--- src/design/utss_pkg.sv ---
// ----------------------------------------------------------------------------
// utss_pkg
// Types, byte codes and the lead byte decode shared by the sanitizer modules.
// ----------------------------------------------------------------------------
`timescale 1ns / 1ps
`default_nettype none

package utss_pkg;

	// result slots per item: four groups of three bytes
	localparam int SLOTS = 12;

	localparam logic [7:0] CH_TAB    = 8'd9;
	localparam logic [7:0] CH_LF     = 8'd10;
	localparam logic [7:0] CH_CR     = 8'd13;
	localparam logic [7:0] CH_SPACE  = 8'd32;
	localparam logic [7:0] CH_DEL    = 8'd127;
	localparam logic [7:0] CH_EURO   = 8'd128;
	localparam logic [7:0] CH_NEL    = 8'd133;
	localparam logic [7:0] CH_NBSP   = 8'd160;
	localparam logic [7:0] LEAD_C0   = 8'd192;
	localparam logic [7:0] LEAD_C2   = 8'd194;
	localparam logic [7:0] LEAD_C3   = 8'd195;
	localparam logic [7:0] LEAD_E0   = 8'd224;
	localparam logic [7:0] LEAD_E2   = 8'd226;
	localparam logic [7:0] LEAD_F0   = 8'd240;
	localparam logic [7:0] LEAD_BAD  = 8'd245;
	localparam logic [7:0] EURO_B1   = 8'd130;
	localparam logic [7:0] EURO_B2   = 8'd172;
	localparam logic [7:0] LATIN_OFS = 8'd64;

	typedef struct packed {
		logic [2:0][7:0] bytes;
		logic [2:0]      mask;
		logic            hold;
	} lead_t;

	typedef struct packed {
		logic [SLOTS-1:0][7:0] bytes;
		logic [SLOTS-1:0]      mask;
	} slots_t;

	// decode of one byte taken as the start of a character
	function automatic lead_t take_lead(input logic [7:0] c, input logic last);
		lead_t r;
		r = '0;
		priority if (c < CH_SPACE) begin
			if (c == CH_TAB || c == CH_LF || c == CH_CR) begin
				r.bytes[0] = c;
				r.mask     = 3'b001;
			end
		end else if (c < CH_DEL) begin
			r.bytes[0] = c;
			r.mask     = 3'b001;
		end else if (c < CH_NBSP) begin
			if (c == CH_EURO) begin
				r.bytes[0] = LEAD_E2;
				r.bytes[1] = EURO_B1;
				r.bytes[2] = EURO_B2;
				r.mask     = 3'b111;
			end else if (c == CH_NEL) begin
				r.bytes[0] = CH_LF;
				r.bytes[1] = CH_CR;
				r.mask     = 3'b011;
			end
		end else if (c < LEAD_C0) begin
			r.bytes[0] = LEAD_C2;
			r.bytes[1] = c;
			r.mask     = 3'b011;
		end else if (c < LEAD_C2 || c >= LEAD_BAD || last) begin
			r.bytes[0] = LEAD_C3;
			r.bytes[1] = c - LATIN_OFS;
			r.mask     = 3'b011;
		end else begin
			r.hold = 1'b1;
		end
		return r;
	endfunction

endpackage

`default_nettype wire

--- src/design/utss_core.sv ---
// ----------------------------------------------------------------------------
// utss_core
// Input register, held sequence state and the per-item decode into slots.
// ----------------------------------------------------------------------------
`timescale 1ns / 1ps
`default_nettype none

module utss_core (
	input  wire logic            clk,
	input  wire logic            arst_n,
	input  wire logic [7:0]      data_byte,
	input  wire logic            end_of_string,
	input  wire logic            in_valid,
	output logic                 in_ready,
	input  wire logic            buf_free,
	output logic                 load,
	output utss_pkg::slots_t     slots
);
	import utss_pkg::*;

	logic       valid_s1;
	logic [7:0] data_s1;
	logic       eos_s1;

	logic [2:0][7:0] held_q;
	logic [1:0]      cnt_q;

	logic [1:0] need;
	logic       cont;
	logic       do_hold;
	logic       do_append;
	logic [1:0] cnt_d;
	lead_t      seg_lead;
	lead_t      seg_c1;
	lead_t      seg_c2;

	assign load     = valid_s1 & buf_free;
	assign in_ready = ~valid_s1 | buf_free;

	always_ff @(posedge clk or negedge arst_n) begin
		if (!arst_n) begin
			valid_s1 <= 1'b0;
		end else if (in_ready) begin
			valid_s1 <= in_valid;
		end
	end

	always_ff @(posedge clk) begin
		if (in_ready && in_valid) begin
			data_s1 <= data_byte;
			eos_s1  <= end_of_string;
		end
	end

	assign need = (held_q[0] < LEAD_E0) ? 2'd1 : ((held_q[0] < LEAD_F0) ? 2'd2 : 2'd3);
	assign cont = (data_s1[7:6] == 2'b10);

	always_comb begin
		seg_lead  = take_lead(data_s1, eos_s1);
		seg_c1    = take_lead(held_q[1], 1'b0);
		seg_c2    = take_lead(held_q[2], 1'b0);
		slots     = '0;
		do_hold   = 1'b0;
		do_append = 1'b0;
		cnt_d     = 2'd0;
		if (cnt_q == 2'd0) begin
			slots.bytes[2:0] = seg_lead.bytes;
			slots.mask[2:0]  = seg_lead.mask;
			do_hold          = seg_lead.hold;
			cnt_d            = {1'b0, seg_lead.hold};
		end else if (cont && cnt_q == need) begin
			// complete sequence; C2 with 80..9F is a C1 control and goes away
			if (!(need == 2'd1 && held_q[0] == LEAD_C2 && data_s1 < CH_NBSP)) begin
				for (int i = 0; i < 3; i++) begin
					slots.bytes[i] = held_q[i];
					slots.mask[i]  = (2'(i) < cnt_q);
				end
				slots.bytes[3] = data_s1;
				slots.mask[3]  = 1'b1;
			end
		end else if (cont && !eos_s1) begin
			do_append = 1'b1;
			cnt_d     = cnt_q + 2'd1;
		end else begin
			// broken sequence: lead as latin-1, held bytes and new byte as leads
			slots.bytes[0]    = LEAD_C3;
			slots.bytes[1]    = held_q[0] - LATIN_OFS;
			slots.mask[1:0]   = 2'b11;
			slots.bytes[5:3]  = seg_c1.bytes;
			slots.mask[5:3]   = (cnt_q >= 2'd2) ? seg_c1.mask : 3'b000;
			slots.bytes[8:6]  = seg_c2.bytes;
			slots.mask[8:6]   = (cnt_q == 2'd3) ? seg_c2.mask : 3'b000;
			slots.bytes[11:9] = seg_lead.bytes;
			slots.mask[11:9]  = seg_lead.mask;
			do_hold           = seg_lead.hold;
			cnt_d             = {1'b0, seg_lead.hold};
		end
	end

	always_ff @(posedge clk or negedge arst_n) begin
		if (!arst_n) begin
			cnt_q <= 2'd0;
		end else if (load) begin
			cnt_q <= cnt_d;
		end
	end

	always_ff @(posedge clk) begin
		if (load) begin
			if (do_hold) begin
				held_q[0] <= data_s1;
			end else if (do_append) begin
				unique case (cnt_q)
					2'd1:    held_q[1] <= data_s1;
					2'd2:    held_q[2] <= data_s1;
					default: ;
				endcase
			end
		end
	end

endmodule

`default_nettype wire

--- src/design/utss_outbuf.sv ---
// ----------------------------------------------------------------------------
// utss_outbuf
// Result register: holds the slots of one item and sends them one per cycle while out_ready is high.
// ----------------------------------------------------------------------------
`timescale 1ns / 1ps
`default_nettype none

module utss_outbuf (
	input  wire logic             clk,
	input  wire logic             arst_n,
	input  wire logic             load,
	input  wire utss_pkg::slots_t slots,
	output logic                  buf_free,
	output logic [7:0]            out_byte,
	output logic                  run_last,
	output logic                  out_valid,
	input  wire logic             out_ready
);
	import utss_pkg::*;

	logic [SLOTS-1:0][7:0] bytes_q;
	logic [SLOTS-1:0]      mask_q;
	logic [SLOTS-1:0]      first;
	logic [SLOTS-1:0]      rest;
	logic                  take;

	// lowest pending slot goes out first
	assign first     = mask_q & (~mask_q + SLOTS'(1));
	assign rest      = mask_q & ~first;
	assign out_valid = |mask_q;
	assign run_last  = (rest == '0);
	assign take      = out_valid & out_ready;
	assign buf_free  = ~out_valid | (take & run_last);

	always_comb begin
		out_byte = '0;
		for (int i = 0; i < SLOTS; i++) begin
			out_byte = out_byte | (bytes_q[i] & {8{first[i]}});
		end
	end

	always_ff @(posedge clk or negedge arst_n) begin
		if (!arst_n) begin
			mask_q <= '0;
		end else if (load) begin
			mask_q <= slots.mask;
		end else if (take) begin
			mask_q <= rest;
		end
	end

	always_ff @(posedge clk) begin
		if (load) begin
			bytes_q <= slots.bytes;
		end
	end

endmodule

`default_nettype wire

--- src/design/utf8_stream_sanitizer_unit.sv ---
// ----------------------------------------------------------------------------
// utf8_stream_sanitizer_unit
// Streaming UTF-8 cleaner with latin-1 repair, one raw byte per input item.
// ----------------------------------------------------------------------------
// Usage:
//   input channel in_valid/in_ready carries data_byte and end_of_string;
//   end_of_string marks the last byte of a string and flushes held bytes.
//   output channel out_valid/out_ready carries out_byte and run_last; run_last
//   marks the last byte caused by one input item (an item may cause none).
//   path: an accepted item is held in the input register, decoded
//   combinationally and loaded into the result register once that is free;
//   its bytes are offered from the result register.
//   throughput: the result register sends one byte per cycle while out_ready
//   is high; the input register takes the next item while results are still
//   draining.
//   a stalled receiver holds the current byte; once the result register and
//   the input register are both full, in_ready drops.
//   reset clears the valid flags and the held-byte count; no clearing pass.
// ----------------------------------------------------------------------------
`timescale 1ns / 1ps
`default_nettype none

module utf8_stream_sanitizer_unit (
	input  wire logic       clk,
	input  wire logic       arst_n,
	input  wire logic [7:0] data_byte,
	input  wire logic       end_of_string,
	input  wire logic       in_valid,
	output logic            in_ready,
	output logic [7:0]      out_byte,
	output logic            run_last,
	output logic            out_valid,
	input  wire logic       out_ready
);
	import utss_pkg::*;

	logic   buf_free;
	logic   load;
	slots_t slots;

	utss_core u_core (
		.clk           (clk),
		.arst_n        (arst_n),
		.data_byte     (data_byte),
		.end_of_string (end_of_string),
		.in_valid      (in_valid),
		.in_ready      (in_ready),
		.buf_free      (buf_free),
		.load          (load),
		.slots         (slots)
	);

	utss_outbuf u_outbuf (
		.clk       (clk),
		.arst_n    (arst_n),
		.load      (load),
		.slots     (slots),
		.buf_free  (buf_free),
		.out_byte  (out_byte),
		.run_last  (run_last),
		.out_valid (out_valid),
		.out_ready (out_ready)
	);

endmodule

`default_nettype wire

--- config.mk ---
export PLATFORM = sky130hd
export DESIGN_NAME = utf8_stream_sanitizer_unit
export DESIGN_NICKNAME = d
export VERILOG_FILES = /design/src/design/utss_pkg.sv /design/src/design/utss_core.sv /design/src/design/utss_outbuf.sv /design/src/design/utf8_stream_sanitizer_unit.sv
export SDC_FILE = /design/constraint.sdc
export NUM_CORES = 1
export LEC_CHECK = 0
export ABC_AREA = 1
export BUFFER_PORTS_ARGS = -buffer_cell sky130_fd_sc_hd__buf_2
export CORE_ASPECT_RATIO = 0.6
export CORE_MARGIN = 3
export CORE_UTILIZATION = 55
export DETAILED_ROUTE_END_ITERATION = 6
export HOLD_SLACK_MARGIN = 0.1
export PLACE_DENSITY = 0.72
export SLEW_MARGIN = 20
export SYNTH_ARGS = -nofsm -noshare
export SYNTH_HDL_FRONTEND = slang
export SYNTH_SLANG_ARGS = --single-unit
--- constraint.sdc ---
create_clock -name clk -period 3.5 [get_ports clk]
set_clock_uncertainty 0.05 [all_clocks]
set_input_delay 0.525 -clock clk [delete_from_list [all_inputs] [get_ports clk]]
set_output_delay 0.525 -clock clk [all_outputs]
set_load 0.05 [all_outputs]
Word level (Yosys, flattened, before mapping)
Cells that the tools add are included.
{"block": "op_classes", "n_div": 0, "bitwise": 37, "n_mul": 0, "n_lt_le_gt_ge": 24, "n_reduce_logical": 28, "addsub": 6, "n_mux": 65, "shifts": 0, "eq_ne": 22}
{"cell": "$mux W19", "n": 12}
{"cell": "$mux W11", "n": 9}
{"cell": "$and A8 B8 Y8", "n": 12}
{"cell": "$lt A8 B8 Y1 const B", "n": 11}
{"cell": "$or A8 B8 Y8", "n": 11}
{"cell": "$eq A8 B4 Y1 const B", "n": 9}
{"cell": "$mux W8", "n": 8}
{"cell": "$eq A8 B8 Y1 const B", "n": 7}
{"cell": "$mux W16", "n": 3}
{"cell": "$mux W15", "n": 3}
{"cell": "$mux W32", "n": 1}
{"cell": "$sub A8 B7 Y8 const B", "n": 4}
{"cell": "$mux W25", "n": 1}
{"cell": "$and A12 B12 Y12", "n": 2}
{"cell": "$ge A8 B8 Y1 const B", "n": 3}
{"cell": "$lt A8 B6 Y1 const B", "n": 3}
{"cell": "$lt A8 B7 Y1 const B", "n": 3}
{"cell": "$mux W12", "n": 2}
{"cell": "$mux W24", "n": 1}
{"cell": "$not A12 Y12", "n": 2}
{"cell": "$mux W1", "n": 14}
{"cell": "$add A12 B1 Y12 const B", "n": 1}
{"cell": "$logic_not A12 Y1", "n": 1}
{"cell": "$mux W2", "n": 6}
{"cell": "other kinds (24)", "n": 53}
{"block": "word_totals", "out_inout_bits": 11, "ram_bits": 0, "rom_bits": 0, "latchBits": 0, "mem_count": 0, "register_bits": 144, "elab_cells": 202}

Longest topological paths before layout
Gate-level depths: netlist of run 1.
{"block": "depth", "depth_word": 15, "depth_mapped": 15, "depth_no_buf": 15}

Cells and area by module
Synthesis of run 1 repeated with hierarchy kept, for this count alone.
{"block": "hier_totals", "cells_unflattened": 995, "hier_area_um2": 8360.5}
{"mod": "utss_outbuf", "seq_area_each_um2": 3183.1, "cells_each": 408, "area_each_um2": 4435.5, "instances": 1}
{"mod": "utss_core", "seq_area_each_um2": 1066.0, "cells_each": 587, "area_each_um2": 3925.0, "instances": 1}

Worst setup path before layout of run 1
Ideal clock, no wire load.
{"block": "synth_path", "path_kind": "reg-to-reg", "startpoint": "register u_outbuf.mask_q[0]", "endpoint": "register u_outbuf.bytes_q[0] (netlist name) (enable)", "path_stages_with_launch": 10, "t_arrival_ns": 2.420, "required_time_ns": 3.053, "setup_slack_ns": 0.633, "path_buffers": 0, "cell_sequence": "dfrtp_1 > nor2_4 > nand2_2 > nor2_2 > nand2_1 > nor3_2 > inv_1 > nand2_2 > nand2_2 > inv_2"}
{"block": "synth_via", "elab_cells_between_ends": 12, "cone_classes": "add/sub (1); bitwise (9); reduce/logical (2)"}
{"item": "start, declared", "line_no": "utss_outbuf.sv:22", "source": "logic [SLOTS-1:0] mask_q;"}
{"item": "start signal, assigned", "line_no": "utss_outbuf.sv:46", "source": "mask_q <= slots.mask;"}
{"item": "start signal, assigned", "line_no": "utss_outbuf.sv:48", "source": "mask_q <= rest;"}
{"item": "$reduce_or A12 Y1 *", "line_no": "utss_outbuf.sv:30", "source": "assign out_valid = |mask_q;"}
{"item": "named net out_valid", "line_no": "utf8_stream_sanitizer_unit.sv:32", "source": "output logic out_valid,"}
{"item": "$and A1 B1 Y1", "line_no": "utss_outbuf.sv:32", "source": "assign take = out_valid & out_ready;"}
{"item": "$and A1 B1 Y1", "line_no": "utss_outbuf.sv:33", "source": "assign buf_free = ~out_valid | (take & run_last);"}
{"item": "$or A1 B1 Y1 *", "line_no": "utss_outbuf.sv:33"}
{"item": "$and A1 B1 Y1 *", "line_no": "utss_core.sv:37", "source": "assign load = valid_s1 & buf_free;"}
{"item": "named net load", "line_no": "utf8_stream_sanitizer_unit.sv:38", "source": "logic load;"}
{"item": "end signal, assigned", "line_no": "utss_outbuf.sv:54", "source": "bytes_q <= slots.bytes;"}
{"item": "end, declared", "line_no": "utss_outbuf.sv:21", "source": "logic [SLOTS-1:0][7:0] bytes_q;"}
The timed path passes the listed nets; every way through them passes the cells marked *.
A chain may end at the register's enable or synchronous reset.

Worst setup path in the final report of run 1
{"block": "layout_path", "startpoint": "register u_outbuf.mask_q[0]", "endpoint": "output port out_byte[3]"}
{"block": "layout_via", "elab_chain_len": 15, "elab_cells_between_ends": 26, "cone_classes": "add/sub (1); bitwise (25)"}
{"item": "$not A12 Y12", "line_no": "utss_outbuf.sv:28", "source": "assign first = mask_q & (~mask_q + SLOTS'(1));"}
{"item": "$add A12 B1 Y12", "line_no": "utss_outbuf.sv:28"}
{"item": "$and A12 B12 Y12 *", "line_no": "utss_outbuf.sv:28"}
{"item": "$and A8 B8 Y8", "line_no": "utss_outbuf.sv:38", "source": "out_byte = out_byte | (bytes_q[i] & {8{first[i]}});"}
{"item": "$or A8 B8 Y8 (10 in a row)", "line_no": "utss_outbuf.sv:38"}
{"item": "$or A8 B8 Y8 *", "line_no": "utss_outbuf.sv:38"}
{"item": "end, declared", "line_no": "utf8_stream_sanitizer_unit.sv:30", "source": "output logic [7:0] out_byte,"}
Every way passes the cells marked *; elsewhere a longest branch is shown, timed or not.

==> results.json, run 1 <==
{
  "outcome": "finished clean",
  "most-common-layout-cells": "nand2_1 (181), edfxtp_1 (108), nor2_1 (89)",
  "whs_ns": 0.224,
  "grt_max_degree": 80,
  "yosys.area.top_type": "edfxtp_1",
  "place_area_um2": 6720,
  "root_buffer": "clkbuf_16",
  "die_h_um": 89.6,
  "via_per_inst": 6.19,
  "cp-end-kind": "primary output",
  "area_growth_pct": 14.8,
  "yosys_warnings": 0,
  "worst-path-buf-inv": 1,
  "final_util_pct": 67.2,
  "critical_path_class": "reg -> out",
  "ys_ff_latch": 123,
  "maxCapViolCount": 0,
  "synth_top_cell_area_share_pct": 50.6,
  "clock_latency_ns": 0.42,
  "start_kind": "register",
  "finalNetCount": 784,
  "fmax_ghz": 0.315,
  "critical_path.slowest_cell": "nor2_1",
  "cts_hold_buf": 1,
  "relSlewSlack_pct": 51.0,
  "drc": 0,
  "path_clk_slew_ns": 0.06,
  "via_count": 5757,
  "finalSetupViolations": 0,
  "rows": 29,
  "antenna_found_initial": 0,
  "reg2reg_depth": 9,
  "syn_inst": 723,
  "fin_tns_setup_ns": 0,
  "grt.total_usage_pct": 30.9,
  "drt-initial-drc-count": 967,
  "yosysUniqueCellTypes": 35,
  "path_cells": "nor2_4 -> nand3_1 -> nor2_1 -> nand2_1 -> nand4_1 -> a211oi_1 -> nand2_1 -> buf_2",
  "postCtsResizedCells": 0,
  "critPathMaxFanout": 12,
  "synth-edff-count": 108,
  "grt_pass1_wl_um": 30100,
  "worst_slew_pin_slew_ns": 0.732,
  "drive_gt1_share_pct": 10.2,
  "synthTopCellsByArea": "edfxtp_1 (51%), nand2_1 (11%), dfrtp_1 (5.9%), nand3_1 (5.4%), nor2_1 (5.2%)",
  "cts_buffers": 17,
  "routed_wl_um": 19500,
  "cts_tree": "done",
  "p_per_area_nw_per_um2": 894,
  "async_flop_share_pct": 12.2,
  "layout_commonest_cell": "nand2_1",
  "final_cell_area_um2": 7360,
  "cp_common_cell": "nand2_1",
  "place_inst": 897,
  "overflow": 0,
  "cts_setup_buffers": 0,
  "syn_area_um2": 6410,
  "power_leakage_uw": 0.00306,
  "drt_pass1_iterations": 6,
  "whs_path_depth": 1,
  "synth.avg_cell_area_um2": 8.87,
  "core_area_um2": 11000,
  "die-area_um2": 13000,
  "min_period_ns": 3.18,
  "path_depth": 8,
  "grt_pass1_vias": 5319,
  "htree_num_levels": 4,
  "fin_crit_sh_pct": 90.8,
  "rsz0062_at_grt": "no",
  "io_pins": 24,
  "drtAntennaViolNets": 0,
  "start_util_pct": 58.5,
  "ys_seq_area_share_pct": 56.4,
  "cp.required_ns": 2.92,
  "hold_viol_final": 0,
  "post-dp-hpwl_um": 14300,
  "place_congestion": 0.982,
  "post_drt_wl_per_cell_um": 21.0,
  "synth_flop_cell": "edfxtp_1",
  "cts_sinks": 123,
  "clockBufferDepth": 2,
  "worstPathArrival_ns": 2.60,
  "hp-class": "in -> reg",
  "dieWidth_um": 145,
  "max-vdd-ir-drop_v": 0.000607,
  "port_buffers": 23,
  "layout.cells.non_filler": 930,
  "antenna_cells": 0,
  "max_stage_delay_ns": 0.57,
  "critPathTopFamily": "simple AND/OR/NAND/NOR gates",
  "report.final.slew_viol_count": 0
}
## cell families (layout without fill, tap and decap cells)
logic type	count (synthesis)	after routing	share of synthesized area, %
adder cells (fa/ha/maj)	9	9	1.76
other	1	2	0.0585
AND/OR/NAND/NOR	385	385	25.7
AO/OA/AOI/OAI	108	108	9.97
flip-flops	123	123	56.4
buffers and inverters	97	148	6.11
## sequential cells by signal, summed over array words and instances (netlist names)
register / flops
u_core.held_q: 24
u_outbuf.bytes_q: 75
u_outbuf.mask_q: 12
u_core.cnt_q: 2
u_core.valid_s1: 1
u_core.data_s1: 8
u_core.eos_s1: 1
## final timing paths
check	startpoint	to	slack, ns
max	u_outbuf.mask_q[0]$_DFFE_PN0P_	out_byte[3]	0.32
min	end_of_string	u_core.eos_s1$_DFFE_PP_	0.22
max reg2reg	u_outbuf.mask_q[0]$_DFFE_PN0P_	u_core.held_q[22]$_DFFE_PP_	0.48
min reg2reg	u_outbuf.mask_q[2]$_DFFE_PN0P_	u_outbuf.mask_q[2]$_DFFE_PN0P_	0.51
max in group asynchronous	arst_n	u_outbuf.mask_q[2]$_DFFE_PN0P_	2.65
min in group asynchronous	arst_n	u_core.cnt_q[1]$_DFFE_PN0P_	0.49
## layer usage
metal | GRT usage [%] | vias up | routed length [µm]
li1 | - | 2578 | -
met1 | 44.7 | 2725 | 8280
met2 | 43.5 | 418 | 7870
met3 | 11.5 | 36 | 2990
met4 | 10.1 | 0 | 382
met5 | 0 | - | 0
## where the power goes
part	total, µW	switching, µW	internal, µW	leakage, µW
registers	2430	274	2160	0.00120
clock network	1880	682	1200	0.000305
logic	2260	1700	558	0.00155
## metrics by stage
step	total power (µW)	setup WS (ns)
final	6570	0.322
after global routing	6860	0.116
after CTS	6530	0.362
after detailed placement	4660	0.544
after global placement	4640	0.673
after floorplan	3940	0.633
## cell type report
class                      count  area, µm²
multi-input combinational    504       2400
clock buffer                  18        429
tap                          155        194
sequential                   123       3620
timing repair buffer          33        205
inverter                      83        312
clock inverter                14        195
fill                         884       3600
## cell usage after synthesis, types with 3 or more instances
library cell / number
nand2_1: 181
edfxtp_1: 108
nor2_1: 89
inv_1: 80
nand3_1: 69
a21oi_1: 35
o21ai_0: 32
dfrtp_1: 15
nand4_1: 15
nor3_1: 14
buf_2: 10
ha_1: 9
o22ai_1: 8
o221ai_1: 7
a211oi_1: 6
o21ai_1: 5
a22oi_1: 4
nor2_2: 4
a221oi_1: 3
a22o_1: 3
inv_2: 3
nand2_2: 3
nor4_1: 3
No activity file was read; power rests on OpenSTA's default activity.
==> run 2, diff against run 1 <==
PLACE_DENSITY = 0.76   (was 0.72)
==> run 2 against run 1 <==
Against the previous run: first-iteration DRC count fell by 15%; sequential power hardly changed; die area did not move; fmax fell by 2.7%; combinational power increased by 2%.
==> results.json, run 2 (synthesis gave the netlist of run 1 again) <==
{
  "fin_tns_setup_ns": 0,
  "routed_wl_um": 19800,
  "place_congestion": 0.992,
  "drive_gt1_share_pct": 10.4,
  "critPathMaxFanout": 12,
  "rsz0062_at_grt": "no",
  "power.share.clock_pct": 27.1,
  "area_growth_pct": 14.6,
  "dieWidth_um": 145,
  "cts_sinks": 123,
  "place_inst": 898,
  "grt.total_usage_pct": 31.7,
  "whs_ns": 0.227,
  "final_cell_area_um2": 7350,
  "htree_num_levels": 4,
  "cp-endpoint": "out_byte[7]",
  "top_regs": "u_outbuf.bytes_q x75, u_core.held_q x24, u_outbuf.mask_q x12",
  "finalSetupViolations": 0,
  "min_period_ns": 3.26,
  "highest_layer": "met4",
  "cts_buffers": 17,
  "cts_tree": "done",
  "port_buffers": 23,
  "power_frac_seq_pct": 37.4,
  "final.setup.worst_slack_ns": 0.236,
  "maxCapViolCount": 0,
  "io_pins": 24,
  "rows": 29,
  "drtAntennaViolNets": 0,
  "fmax_ghz": 0.306,
  "p_comb_share_pct": 35.5,
  "drt-met1-wl_um": 8090,
  "regMostFlops": "u_outbuf.bytes_q",
  "core_area_um2": 11000,
  "drt_pass1_iterations": 6,
  "die_h_um": 89.6,
  "via_per_inst": 6.15,
  "grt_pass1_wl_um": 31000,
  "root_buffer": "clkbuf_16",
  "postCtsResizedCells": 0,
  "relSlewSlack_pct": 45.1,
  "cp.required_ns": 2.92,
  "drc": 0,
  "post-dp-hpwl_um": 14500,
  "dr_wl_met3_um": 3120,
  "most-common-layout-cells": "nand2_1 (181), edfxtp_1 (108), nor2_1 (89)",
  "critical_path.slowest_cell": "dfrtp_1",
  "path_clk_slew_ns": 0.06,
  "path_cells": "nor2_4 -> inv_1 -> nor2_1 -> nand2_1 -> nand3_1 -> nor2_1 -> nand4_1 -> a211oi_1 -> nand2_1 -> buf_2",
  "largest_register_ff_count": 75,
  "fin_crit_sh_pct": 93.3,
  "drt-initial-drc-count": 822,
  "die-area_um2": 13000,
  "via_count": 5725,
  "start_util_pct": 58.5,
  "power_leakage_uw": 0.00305,
  "nFillCells": 896,
  "hold_viol_final": 0,
  "max_stage_delay_ns": 0.56,
  "r2r_slack_ns": 0.40,
  "finalNetCount": 785,
  "wl_met2_um": 8360,
  "clock_latency_ns": 0.42,
  "grt_max_degree": 33,
  "layout_commonest_cell": "nand2_1",
  "max-vdd-ir-drop_v": 0.000595,
  "antenna_found_initial": 0,
  "place_area_um2": 6740,
  "cp-startpoint": "u_outbuf.mask_q[0]$_DFFE_PN0P_",
  "start_kind": "register",
  "dp_slack_ns": 0.484,
  "overflow": 0,
  "reg2reg_from": "u_outbuf.mask_q[0]$_DFFE_PN0P_",
  "reg2reg_depth": 9,
  "cts_hold_buf": 1,
  "outcome": "finished clean",
  "cp-end-kind": "primary output",
  "swShare_pct": 41.5,
  "report.final.slew_viol_count": 0,
  "post_drt_wl_per_cell_um": 21.2,
  "worst_slew_pin_slew_ns": 0.820,
  "cts_setup_buffers": 0,
  "p_int_uw": 3800,
  "worstPathArrival_ns": 2.69,
  "p_per_area_nw_per_um2": 883,
  "timing.rr.end": "u_core.held_q[11]$_DFFE_PP_",
  "clockBufferDepth": 2,
  "grt_pass1_vias": 5427,
  "power.switching_uw": 2690,
  "hp-class": "in -> reg",
  "critical_path_class": "reg -> out",
  "layout.cells.non_filler": 931,
  "hold_start": "end_of_string",
  "antenna_cells": 0
}
run 2: cell types whose count changed in the layout (fill, tap and decap cells not counted):
cell and change:
clkbuf_1 -1, bufinv_16 -2, clkinvlp_4 +1, clkinv_2 -1, buf_12 +1, inv_8 +1
clkinv_4 +2
run 2: layout make-up:
class / instances / area, µm² / area share, %
clock buffers: 17 / 425 / 5.79
clock inverters: 15 / 166 / 2.27
inverters: 83 / 312 / 4.24
multi-input cells: 504 / 2400 / 32.7
flip-flops and latches: 123 / 3620 / 49.3
well taps: 155 / 194 / 2.64
repair buffers: 34 / 225 / 3.07
run 2: worst min-delay path by stage:
stage                                            endpoint  slack, ns  cells past startpoint
after floorplan               u_core.cnt_q[0]$_DFFE_PN0P_       0.18                      0
after global routing              u_core.eos_s1$_DFFE_PP_       0.23                      1
after detailed placement  u_outbuf.mask_q[10]$_DFFE_PN0P_       0.41                      1
final                             u_core.eos_s1$_DFFE_PP_       0.23                      1
after global placement    u_outbuf.mask_q[10]$_DFFE_PN0P_       0.39                      1
after CTS                         u_core.eos_s1$_DFFE_PP_       0.22                      1
run 2: worst max-delay path: cells and delay by family, from the launching register on:
kind / cells / cell delay [ns]
DFF: 1 / 0.56
and+or+nand+nor: 7 / 1.31
buffers and inverters: 2 / 0.33
AOI/OAI and AO/OA: 1 / 0.06
run 2: through the flow:
step | total power, µW | util (%)
final | 6480 | 67.0
after global routing | 6770 | 67.0
after CTS | 6420 | 67.0
after detailed placement | 4670 | 61.5
after global placement | 4650 | 61.5
after floorplan | 3940 | -
run 2: routing by layer:
metal,up-vias,track usage (%)
met2,444,47.7
met3,26,11.9
li1,2578,-
met1,2677,44.7
met5,-,0
met4,0,6.80
run 2: power by group through the flow:
stage	combinational [µW]	clock (µW)	sequential, µW
3_3_place_gp	2220	0	2430
5_1_grt	2480	1830	2450
3_5_place_dp	2240	0	2430
6_report	2300	1760	2420
4_1_cts	2250	1760	2410
2_1_floorplan	1610	0	2330
